`src/sv/lbt_pkg.sv`:
```
`default_nettype none

package lbt_pkg;

    // table size and field widths
    localparam int ENTRIES  = 8;
    localparam int ID_W     = 31;
    localparam int HANDLE_W = 32;
    localparam int READER_W = 8;
    localparam int CMD_W    = 2;
    localparam int STATUS_W = 3;

    localparam logic [READER_W-1:0] READER_MAX = '1;

    // command codes
    localparam logic [CMD_W-1:0] CMD_ADD     = 2'd0;
    localparam logic [CMD_W-1:0] CMD_READ    = 2'd1;
    localparam logic [CMD_W-1:0] CMD_WRITE   = 2'd2;
    localparam logic [CMD_W-1:0] CMD_RELEASE = 2'd3;

    // status codes
    localparam logic [STATUS_W-1:0] ST_OK       = 3'd0;
    localparam logic [STATUS_W-1:0] ST_MISS     = 3'd1;
    localparam logic [STATUS_W-1:0] ST_BUSY     = 3'd2;
    localparam logic [STATUS_W-1:0] ST_DUP      = 3'd3;
    localparam logic [STATUS_W-1:0] ST_NOT_HELD = 3'd4;

    // one table entry as held in a cell
    typedef struct packed {
        logic                valid;
        logic [ID_W-1:0]     id;
        logic [HANDLE_W-1:0] handle;
        logic [READER_W-1:0] readers;
        logic                writer;
    } entry_t;

    // lookup result passed from the old end of the row toward the head
    typedef struct packed {
        logic   hit;
        entry_t entry;
    } find_t;

    // per-item control broadcast to every cell
    typedef struct packed {
        logic            shift_all;
        logic            touch;
        logic            release_en;
        logic [ID_W-1:0] id;
    } ctl_t;

endpackage

`default_nettype wire

```
`src/sv/lru_buffer_table_with_rw_locks_top.sv`:
```
`default_nettype none

// LRU buffer table with per-entry reader/writer locks. The table is a row of
// lbt_pkg::ENTRIES cells kept in recency order: the head cell holds the most
// recent entry and the last cell the least recent one. Every command is looked
// up against all cells combinationally; an add of a new id or a read or write
// hit shifts the row back by one place up to the affected cell and puts the
// entry at the head, and an add on a full table pushes the last entry out and
// reports its id. The block takes one command per cycle while its result is
// not stalled and gives that single result in the cycle after acceptance, from
// an output register after the combinational id lookup and ripple select. Reset
// only clears the valid bits, so the table is usable once reset is released.
module lru_buffer_table_with_rw_locks_top (
    input  wire logic                          aclk,
    input  wire logic                          aresetn,
    input  wire logic                          s_valid,
    output logic                               s_ready,
    input  wire logic [lbt_pkg::CMD_W-1:0]     s_cmd,
    input  wire logic [lbt_pkg::ID_W-1:0]      s_buffer_id,
    input  wire logic [lbt_pkg::HANDLE_W-1:0]  s_handle_in,
    output logic                               m_valid,
    input  wire logic                          m_ready,
    output logic [lbt_pkg::STATUS_W-1:0]       m_status,
    output logic [lbt_pkg::HANDLE_W-1:0]       m_handle_out,
    output logic                               m_evicted_valid,
    output logic [lbt_pkg::ID_W-1:0]           m_evicted_id
);

    localparam int N = lbt_pkg::ENTRIES;

    lbt_pkg::entry_t cell_entry [N];
    lbt_pkg::entry_t cell_prev  [N];
    lbt_pkg::find_t  cell_find  [N+1];
    lbt_pkg::ctl_t   ctl;
    lbt_pkg::entry_t head;
    lbt_pkg::entry_t hit_entry;
    logic            hit;
    logic            accept;
    logic            grant;

    logic                          m_valid_reg;
    logic                          m_valid_next;
    logic [lbt_pkg::STATUS_W-1:0]  status_reg;
    logic [lbt_pkg::STATUS_W-1:0]  status_next;
    logic [lbt_pkg::HANDLE_W-1:0]  handle_reg;
    logic [lbt_pkg::HANDLE_W-1:0]  handle_next;
    logic                          evicted_valid_reg;
    logic                          evicted_valid_next;
    logic [lbt_pkg::ID_W-1:0]      evicted_id_reg;
    logic [lbt_pkg::ID_W-1:0]      evicted_id_next;

    // handshake: the output register frees as it is taken
    assign s_ready = !m_valid_reg || m_ready;
    assign accept  = s_valid && s_ready;

    // the row of cells, head fed from the decision logic
    assign cell_find[N] = '0;

    for (genvar i = 0; i < N; i++) begin : g_cell
        if (i == 0) begin : g_head
            assign cell_prev[i] = head;
        end else begin : g_body
            assign cell_prev[i] = cell_entry[i-1];
        end
        lbt_cell u_cell (
            .aclk       (aclk),
            .aresetn    (aresetn),
            .ctl        (ctl),
            .prev_entry (cell_prev[i]),
            .find_in    (cell_find[i+1]),
            .entry_out  (cell_entry[i]),
            .find_out   (cell_find[i])
        );
    end

    assign hit       = cell_find[0].hit;
    assign hit_entry = cell_find[0].entry;

    // command decode, lock decision and the entry for the head cell
    always_comb begin
        ctl                = '0;
        ctl.id             = s_buffer_id;
        head               = hit_entry;
        grant              = 1'b0;
        status_next        = lbt_pkg::ST_OK;
        handle_next        = '0;
        evicted_valid_next = 1'b0;
        evicted_id_next    = '0;
        unique case (s_cmd)
            lbt_pkg::CMD_ADD: begin
                if (hit) begin
                    status_next = lbt_pkg::ST_DUP;
                end else begin
                    ctl.shift_all      = accept;
                    head.valid         = 1'b1;
                    head.id            = s_buffer_id;
                    head.handle        = s_handle_in;
                    head.readers       = '0;
                    head.writer        = 1'b0;
                    evicted_valid_next = cell_entry[N-1].valid;
                    if (cell_entry[N-1].valid) begin
                        evicted_id_next = cell_entry[N-1].id;
                    end
                end
            end
            lbt_pkg::CMD_READ: begin
                if (!hit) begin
                    status_next = lbt_pkg::ST_MISS;
                end else begin
                    ctl.touch = accept;
                    grant = !hit_entry.writer && (hit_entry.readers != lbt_pkg::READER_MAX);
                    if (grant) begin
                        head.readers = hit_entry.readers
                                       + {{(lbt_pkg::READER_W-1){1'b0}}, 1'b1};
                        handle_next  = hit_entry.handle;
                    end else begin
                        status_next = lbt_pkg::ST_BUSY;
                    end
                end
            end
            lbt_pkg::CMD_WRITE: begin
                if (!hit) begin
                    status_next = lbt_pkg::ST_MISS;
                end else begin
                    ctl.touch = accept;
                    grant = !hit_entry.writer && (hit_entry.readers == '0);
                    if (grant) begin
                        head.writer = 1'b1;
                        handle_next = hit_entry.handle;
                    end else begin
                        status_next = lbt_pkg::ST_BUSY;
                    end
                end
            end
            lbt_pkg::CMD_RELEASE: begin
                if (!hit) begin
                    status_next = lbt_pkg::ST_MISS;
                end else begin
                    ctl.release_en = accept;
                    if (!hit_entry.writer && (hit_entry.readers == '0)) begin
                        status_next = lbt_pkg::ST_NOT_HELD;
                    end
                end
            end
            default: begin
                status_next = lbt_pkg::ST_MISS;
            end
        endcase
    end

    // result register
    always_comb begin
        priority if (accept) begin
            m_valid_next = 1'b1;
        end else if (m_ready) begin
            m_valid_next = 1'b0;
        end else begin
            m_valid_next = m_valid_reg;
        end
    end

    always_ff @(posedge aclk) begin
        if (!aresetn) begin
            m_valid_reg <= 1'b0;
        end else begin
            m_valid_reg <= m_valid_next;
        end
        if (accept) begin
            status_reg        <= status_next;
            handle_reg        <= handle_next;
            evicted_valid_reg <= evicted_valid_next;
            evicted_id_reg    <= evicted_id_next;
        end
    end

    assign m_valid         = m_valid_reg;
    assign m_status        = status_reg;
    assign m_handle_out    = handle_reg;
    assign m_evicted_valid = evicted_valid_reg;
    assign m_evicted_id    = evicted_id_reg;

endmodule

`default_nettype wire

```
`src/sv/lbt_cell.sv`:
```
`default_nettype none

module lbt_cell (
    input  wire logic           aclk,
    input  wire logic           aresetn,
    input  wire lbt_pkg::ctl_t  ctl,
    input  wire lbt_pkg::entry_t prev_entry,
    input  wire lbt_pkg::find_t find_in,
    output lbt_pkg::entry_t     entry_out,
    output lbt_pkg::find_t      find_out
);

    lbt_pkg::entry_t entry_reg;
    lbt_pkg::entry_t entry_next;
    lbt_pkg::entry_t released;
    logic            match;
    logic            shift_en;

    // id compare and pass-through of the lookup chain
    assign match = entry_reg.valid && (entry_reg.id == ctl.id);

    always_comb begin
        if (match) begin
            find_out.hit   = 1'b1;
            find_out.entry = entry_reg;
        end else begin
            find_out = find_in;
        end
    end

    // move back one place on add, or when the touched entry sits here or further back
    assign shift_en = ctl.shift_all || (ctl.touch && find_out.hit);

    // release drops the writer first, else one reader
    always_comb begin
        released = entry_reg;
        if (entry_reg.writer) begin
            released.writer = 1'b0;
        end else if (entry_reg.readers != '0) begin
            released.readers = entry_reg.readers - {{(lbt_pkg::READER_W-1){1'b0}}, 1'b1};
        end
    end

    always_comb begin
        priority if (shift_en) begin
            entry_next = prev_entry;
        end else if (ctl.release_en && match) begin
            entry_next = released;
        end else begin
            entry_next = entry_reg;
        end
    end

    // only the valid bit needs reset
    always_ff @(posedge aclk) begin
        if (!aresetn) begin
            entry_reg.valid <= 1'b0;
        end else begin
            entry_reg.valid <= entry_next.valid;
        end
        entry_reg.id      <= entry_next.id;
        entry_reg.handle  <= entry_next.handle;
        entry_reg.readers <= entry_next.readers;
        entry_reg.writer  <= entry_next.writer;
    end

    assign entry_out = entry_reg;

endmodule

`default_nettype wire

```
`config.mk`:
```
export PLATFORM = sky130hd
export DESIGN_NAME = lru_buffer_table_with_rw_locks_top
export DESIGN_NICKNAME = d
export VERILOG_FILES = /design/src/sv/lbt_pkg.sv /design/src/sv/lru_buffer_table_with_rw_locks_top.sv /design/src/sv/lbt_cell.sv
export SDC_FILE = /design/constraint.sdc
export NUM_CORES = 2
export LEC_CHECK = 0
export BUFFER_PORTS_ARGS = -buffer_cell sky130_fd_sc_hd__buf_4
export CAP_MARGIN = 20
export CELL_PAD_IN_SITES_DETAIL_PLACEMENT = 1
export CELL_PAD_IN_SITES_GLOBAL_PLACEMENT = 1
export CORE_UTILIZATION = 40
export DETAILED_ROUTE_END_ITERATION = 8
export PLACE_DENSITY = 0.68
export SETUP_SLACK_MARGIN = 0.4
export SKIP_CTS_REPAIR_TIMING = 1
export SYNTH_ARGS = -nofsm -noshare
export SYNTH_HDL_FRONTEND = slang
export SYNTH_SLANG_ARGS = --single-unit
export TNS_END_PERCENT = 50
```
`constraint.sdc`:
```
create_clock -name aclk -period 9.7 [get_ports aclk]
set_input_delay 1.94 -clock aclk [delete_from_list [all_inputs] [get_ports aclk]]
set_output_delay 1.94 -clock aclk [all_outputs]
set_load 0.01 [all_outputs]
```
=== Word-level counts from Yosys, hierarchy flattened ===
Cells that the tools add are included.
Widths: inputs -> output; s select.

* Divide/modulo/power cells: 0
* Equality and inequality tests: 20
* Multiplexer cells: 68
* Order comparisons: 0
* Add/subtract/negate cells: 9
* Reductions and logical operators: 76
* Bitwise operators: 2
* $mul: 0
* Shifts and indexed selects: 0

{| class="wikitable"
|+ Operators with widths
! operator !! count
|-
| $mux 73 || 9
|-
| $mux 74 || 8
|-
| $eq 31x31->1 || 8
|-
| $mux 8 || 18
|-
| $mux 32 || 4
|-
| $mux 9 || 8
|-
| $mux 64 || 1
|-
| $pmux 32 s2 || 1
|-
| $reduce_bool 8->1 || 8
|-
| $sub 8x1->8 const B || 8
|-
| $reduce_bool 2->1 || 17
|-
| $logic_and 1x1->1 || 27
|-
| $reduce_and 3->1 || 8
|-
| $ne 2x2->1 const B || 8
|-
| $pmux 8 s2 || 1
|-
| $pmux 3 s4 || 1
|-
| $mux 2 || 5
|-
| $logic_or 1x1->1 || 9
|-
| $mux 1 || 9
|-
| $add 8x1->8 const B || 1
|-
| $logic_not 8->1 || 1
|-
| $ne 8x8->1 const B || 1
|-
| $mux 3 || 2
|-
| $eq 2x2->1 const B || 2
|-
| 7 further kinds || 10
|}

* Memories: 0
* Bits in latches: 0
* Memory bits (read-only): 0
* Output and inout bits: 69
* Bits in writable memories: 0
* Input bits: 69
* Flip-flop bits (word level): 652
* Word-level logic and storage cells: 220

=== Logic depth before layout (Yosys ltp) ===
* Depth in word-level cells: 16
* Gate-level depth with buffers: 19

=== Modules after synthesis ===
From an unflattened synthesis, not the netlist that was laid out.

* Cell total of the unflattened synthesis: 2759
* Area total of the unflattened synthesis: 36396.2 um^2

{| class="wikitable"
|+ Modules (own cells, without submodules)
! module !! cells an instance !! times used !! sequential area each (um^2) !! area each (um^2)
|-
| lbt_cell || 308 || 8 || 2182.1 || 4078.9
|-
| lru_buffer_table_with_rw_locks_top || 295 || 1 || 2031.9 || 3764.9
|}

=== Least setup slack after synthesis ===
Ideal clock, no wire load.

* Kind: in2reg
* From: in m_ready
* To: reg g_cell[1].u_cell.entry_reg (netlist bit g_cell[1].u_cell.entry_out[4]), data pin
* Setup slack: 2.303 ns
* Stages: 12
* Required time: 9.342 ns
* Data arrival time: 7.040 ns
* Buffers on the path: 3
* Cells stage by stage: nand2b_1 -> nand2_1 -> inv_1 -> nand3_1 -> or4_1 -> and2_1 -> clkbuf_1 -> a21o_1 -> inv_1 -> clkbuf_1 -> clkbuf_1 -> o21ai_0

{| class="wikitable"
|+ RTL lines
! what !! line !! text
|-
| from (decl) || lru_buffer_table_with_rw_locks_top.sv:22 || <nowiki>input wire logic m_ready,</nowiki>
|-
| to (decl) || lbt_cell.sv:13 || <nowiki>lbt_pkg::entry_t entry_reg;</nowiki>
|}

==> impl_metrics.xml <==
<?xml version="1.0" encoding="UTF-8"?>
<metrics>
  <group name="global_routing">
    <metric name="grt_antenna_before_repair" unit="">8</metric>
    <metric name="grt-ovfl-total" unit="">0</metric>
    <metric name="grt_max_degree" unit="">140</metric>
    <metric name="wire_length_of_the_first_global_routing_pass" unit="um">204200</metric>
    <metric name="gr-usage-all-layers" unit="%">31.11</metric>
    <metric name="grt_pass1_vias" unit="">27781</metric>
  </group>
  <group name="logic_synthesis">
    <metric name="synth_top_cells_by_count" unit="">643 x sky130_fd_sc_hd__edfxtp_1, 451 x sky130_fd_sc_hd__and2_1, 345 x sky130_fd_sc_hd__nand2_1</metric>
    <metric name="postSynthNetCount" unit="">3512</metric>
    <metric name="ys_ff_latch" unit="">652</metric>
    <metric name="synth_edf_count" unit="">643</metric>
    <metric name="postSynthCellCount" unit="">3429</metric>
    <metric name="yosys.area.top_type" unit="">sky130_fd_sc_hd__edfxtp_1</metric>
    <metric name="syn_area" unit="um2">35810</metric>
    <metric name="synth_ff_type" unit="">sky130_fd_sc_hd__edfxtp_1</metric>
    <metric name="synth_largest_type_area_fraction" unit="%">53.92</metric>
    <metric name="synth.area.top_cells" unit="">sky130_fd_sc_hd__edfxtp_1 54%, sky130_fd_sc_hd__and2_1 7.9%, sky130_fd_sc_hd__xnor2_1 6.4%</metric>
    <metric name="ys_types" unit="">83</metric>
    <metric name="yosys_warnings" unit="">0</metric>
    <metric name="yosysSeqAreaShare" unit="%">54.42</metric>
    <metric name="top_count_cell_post_synth" unit="">sky130_fd_sc_hd__edfxtp_1</metric>
    <metric name="synth-async-reset-ratio" unit="%">0</metric>
    <metric name="syn_avg_cell_area" unit="um2">10.44</metric>
  </group>
  <group name="clock_tree">
    <metric name="h_tree_lvl_count" unit="">3</metric>
    <metric name="clock_sinks" unit="">652</metric>
    <metric name="numCtsBuffers" unit="">78</metric>
    <metric name="cts_root_buf" unit="">sky130_fd_sc_hd__clkbuf_16</metric>
    <metric name="number_of_buffers_on_the_longest_clock_path" unit="">3</metric>
    <metric name="cts_tree" unit="">yes</metric>
    <metric name="clk_latency" unit="ns">0.66</metric>
    <metric name="clk_pin_slew_worst_setup_hold_paths" unit="ns">0.07</metric>
  </group>
  <group name="route">
    <metric name="post_drt_wl_per_cell" unit="um">30.60</metric>
    <metric name="met3_wirelength" unit="um">14120</metric>
    <metric name="drt_iter0_markers" unit="">3548</metric>
    <metric name="highest-signal-layer" unit="">met5</metric>
    <metric name="dr_total_vias" unit="">28773</metric>
    <metric name="viasPerCell" unit="">6.172</metric>
    <metric name="drtAntennaViolNets" unit="">0</metric>
    <metric name="drt-pass1-iter-count" unit="">7</metric>
    <metric name="met2_wirelength" unit="um">57530</metric>
    <metric name="drt_drc_violations_left" unit="">32</metric>
    <metric name="routed_wl" unit="um">142700</metric>
    <metric name="met1_length" unit="um">68470</metric>
  </group>
  <group name="place">
    <metric name="detailed_place_hpwl" unit="um">102500</metric>
    <metric name="io_buffers" unit="">137</metric>
    <metric name="place.gp.congestion" unit="">1.066</metric>
    <metric name="placement.cell_area" unit="um2">37650</metric>
  </group>
  <group name="floorplan">
    <metric name="placement_rows" unit="">109</metric>
    <metric name="die_w" unit="um">301.2</metric>
    <metric name="die_area" unit="um2">90730</metric>
    <metric name="boundaryPins" unit="">138</metric>
    <metric name="die_boundary_height" unit="um">301.2</metric>
    <metric name="initial_core_util" unit="%">40.46</metric>
    <metric name="coreArea" unit="um2">88510</metric>
  </group>
  <group name="power">
    <metric name="ir_worst_vdd" unit="mV">0.1054</metric>
    <metric name="p_leak" unit="nW">13.93</metric>
    <metric name="post-layout-total-power" unit="W">0.006389</metric>
    <metric name="power_density" unit="nW/um2">158.8</metric>
  </group>
  <group name="cells_and_area">
    <metric name="final_net_count" unit="">3516</metric>
    <metric name="number_of_flip_flops_in_the_largest_register" unit="">584</metric>
    <metric name="layout-drive-gt1-share" unit="%">9.874</metric>
    <metric name="final_cell_area" unit="um2">40230</metric>
    <metric name="flow.area_growth_from_synthesis" unit="%">12.34</metric>
    <metric name="final.fill_count" unit="">9588</metric>
  </group>
  <group name="sta">
    <metric name="final_min_period_over_clock_period" unit="%">70.48</metric>
    <metric name="finalHoldViolations" unit="">0</metric>
    <metric name="timing.final.setup_violations" unit="">0</metric>
    <metric name="hold_slack" unit="ns">0.4834</metric>
    <metric name="transition_time_at_the_pin_with_the_least_slew_margin" unit="ns">1.122</metric>
    <metric name="setup_repair_after_global_routing_missed_its_margin" unit="">no</metric>
    <metric name="max-slew-margin-rel" unit="%">25.20</metric>
    <metric name="worst_clock_skew" unit="ns">0.03043</metric>
    <metric name="tns" unit="ns">0</metric>
    <metric name="drv_slew" unit="">0</metric>
    <metric name="max_freq" unit="MHz">146.3</metric>
    <metric name="final_period_minus_worst_setup_slack" unit="ns">6.836</metric>
  </group>
  <group name="outcome">
    <metric name="violations" unit="">design-rule violations</metric>
    <metric name="status" unit="">finished with violations</metric>
  </group>
  <group name="setup_path">
    <metric name="setup.worst_path.end_class" unit="">flip-flop</metric>
    <metric name="worst-endpoint-required" unit="ns">10.10</metric>
    <metric name="worst-endpoint-arrival" unit="ns">7.24</metric>
    <metric name="kind_of_critical_path" unit="">input pin to flip-flop</metric>
    <metric name="startpoint_type" unit="">input pin</metric>
    <metric name="timing.critical_path.fanout_max" unit="">104</metric>
  </group>
  <group name="worst_hold_path">
    <metric name="min_path_type" unit="">flip-flop to flip-flop</metric>
  </group>
  <group name="flow_run">
    <metric name="maxCapViolCount" unit="">0</metric>
  </group>
</metrics>
==> worst paths after layout <==
kind / startpoint / endpoint / slack (ns) / cells past startpoint
hold reg to reg: g_cell[6].u_cell.entry_out[72]$_SDFFE_PN0N_ / g_cell[7].u_cell.entry_out[72]$_SDFFE_PN0N_ / 0.48 / 2
setup reg to reg: g_cell[0].u_cell.entry_out[66]$_DFFE_PP_ / g_cell[1].u_cell.entry_out[31]$_DFFE_PN_ / 3.81 / 12
hold / removal: g_cell[6].u_cell.entry_out[72]$_SDFFE_PN0N_ / g_cell[7].u_cell.entry_out[72]$_SDFFE_PN0N_ / 0.48 / 2
setup / recovery: s_buffer_id[25] / g_cell[1].u_cell.entry_out[31]$_DFFE_PN_ / 2.86 / 13
==> layout by cell type, fill, tap and decap left out, types with 9 or more instances in the layout <==
| cell type | Yosys | routed |
|---|---|---|
| sky130_fd_sc_hd__o31ai_1 | 9 | 9 |
| sky130_fd_sc_hd__nor3_1 | 65 | 64 |
| sky130_fd_sc_hd__edfxtp_1 | 643 | 643 |
| sky130_fd_sc_hd__o21ai_0 | 197 | 197 |
| sky130_fd_sc_hd__a21oi_1 | 226 | 226 |
| sky130_fd_sc_hd__clkbuf_16 | 0 | 79 |
| sky130_fd_sc_hd__clkinv_1 | 1 | 12 |
| sky130_fd_sc_hd__dfxtp_1 | 9 | 9 |
| sky130_fd_sc_hd__nand3_1 | 100 | 100 |
| sky130_fd_sc_hd__xor2_1 | 29 | 29 |
| sky130_fd_sc_hd__clkbuf_1 | 193 | 16 |
| sky130_fd_sc_hd__o221ai_1 | 41 | 41 |
| sky130_fd_sc_hd__a21boi_0 | 11 | 11 |
| sky130_fd_sc_hd__and2_1 | 451 | 447 |
| sky130_fd_sc_hd__buf_4 | 12 | 176 |
| sky130_fd_sc_hd__o21a_1 | 39 | 39 |
| sky130_fd_sc_hd__nand2b_1 | 20 | 20 |
| sky130_fd_sc_hd__inv_1 | 55 | 48 |
| sky130_fd_sc_hd__nor2_1 | 130 | 127 |
| sky130_fd_sc_hd__nor4b_1 | 9 | 9 |
| sky130_fd_sc_hd__clkinv_2 | 0 | 15 |
| sky130_fd_sc_hd__nand2_1 | 345 | 343 |
| sky130_fd_sc_hd__nor4_1 | 27 | 26 |
| sky130_fd_sc_hd__mux2i_1 | 37 | 37 |
| sky130_fd_sc_hd__a31oi_1 | 38 | 38 |
| sky130_fd_sc_hd__nand4_1 | 118 | 118 |
| sky130_fd_sc_hd__and3_1 | 131 | 131 |
| sky130_fd_sc_hd__xnor2_1 | 262 | 262 |
| sky130_fd_sc_hd__or4_1 | 15 | 15 |
| sky130_fd_sc_hd__ha_1 | 14 | 14 |
==> area by class of cell <==
type	count	area, um2	area share (%)
clock inverter	44	441.7	1.098
antenna	3	7.507	0.01866
inverter	56	231.5	0.5754
multi-input combinational	2459	15050	37.42
clock buffer	97	2064	5.132
tap	1165	1458	3.623
timing repair buffer	186	1486	3.695
sequential	652	19490	48.44
==> per-stage QoR <==
step	util (%)	worst slack, ns	std cells
global route	45.44	2.835	4659
finish	45.45	2.864	4662
detailed placement	42.54	2.173	4512
global placement	42.51	2.235	4511
floorplan	-	2.303	3429
CTS	45.37	2.824	4653
==> logic make-up after synthesis <==
| group | share of synthesized area (%) |
|---|---|
| buffers and inverters | 3.696 |
| adder cells (fa/ha/maj) | 0.4891 |
| flip-flops | 54.42 |
| multiplexers | 1.034 |
| AND/OR/NAND/NOR | 22.11 |
| AO/OA/AOI/OAI | 11.14 |
| XOR/XNOR | 7.117 |
==> power by group <==
part	internal (W)	total (W)	switching, W
Combinational	0.0000998	0.000318	0.000218
Clock	0.00168	0.00294	0.00126
Sequential	0.00310	0.00313	0.0000277
==> critical path: stages <==
cell and delay (ns):
sky130_fd_sc_hd__buf_4 0.17, sky130_fd_sc_hd__xnor2_1 0.69, sky130_fd_sc_hd__nand4_1 0.16, sky130_fd_sc_hd__or4_1 0.71
sky130_fd_sc_hd__or2_1 0.44, sky130_fd_sc_hd__nand3_1 0.26, sky130_fd_sc_hd__nor3_1 0.11, sky130_fd_sc_hd__a21o_2 0.45
sky130_fd_sc_hd__nor3_2 0.71, sky130_fd_sc_hd__a21o_1 0.55, sky130_fd_sc_hd__inv_4 0.32, sky130_fd_sc_hd__buf_12 0.31
sky130_fd_sc_hd__and2_1 0.27
==> per-layer routing <==
metal,GRT usage (%),vias to the layer above
met5,0,-
met3,6.469,168
met1,49.57,14726
met4,6.212,4
li1,-,12435
met2,42.69,1440
(Power assumes the default switching activity.)
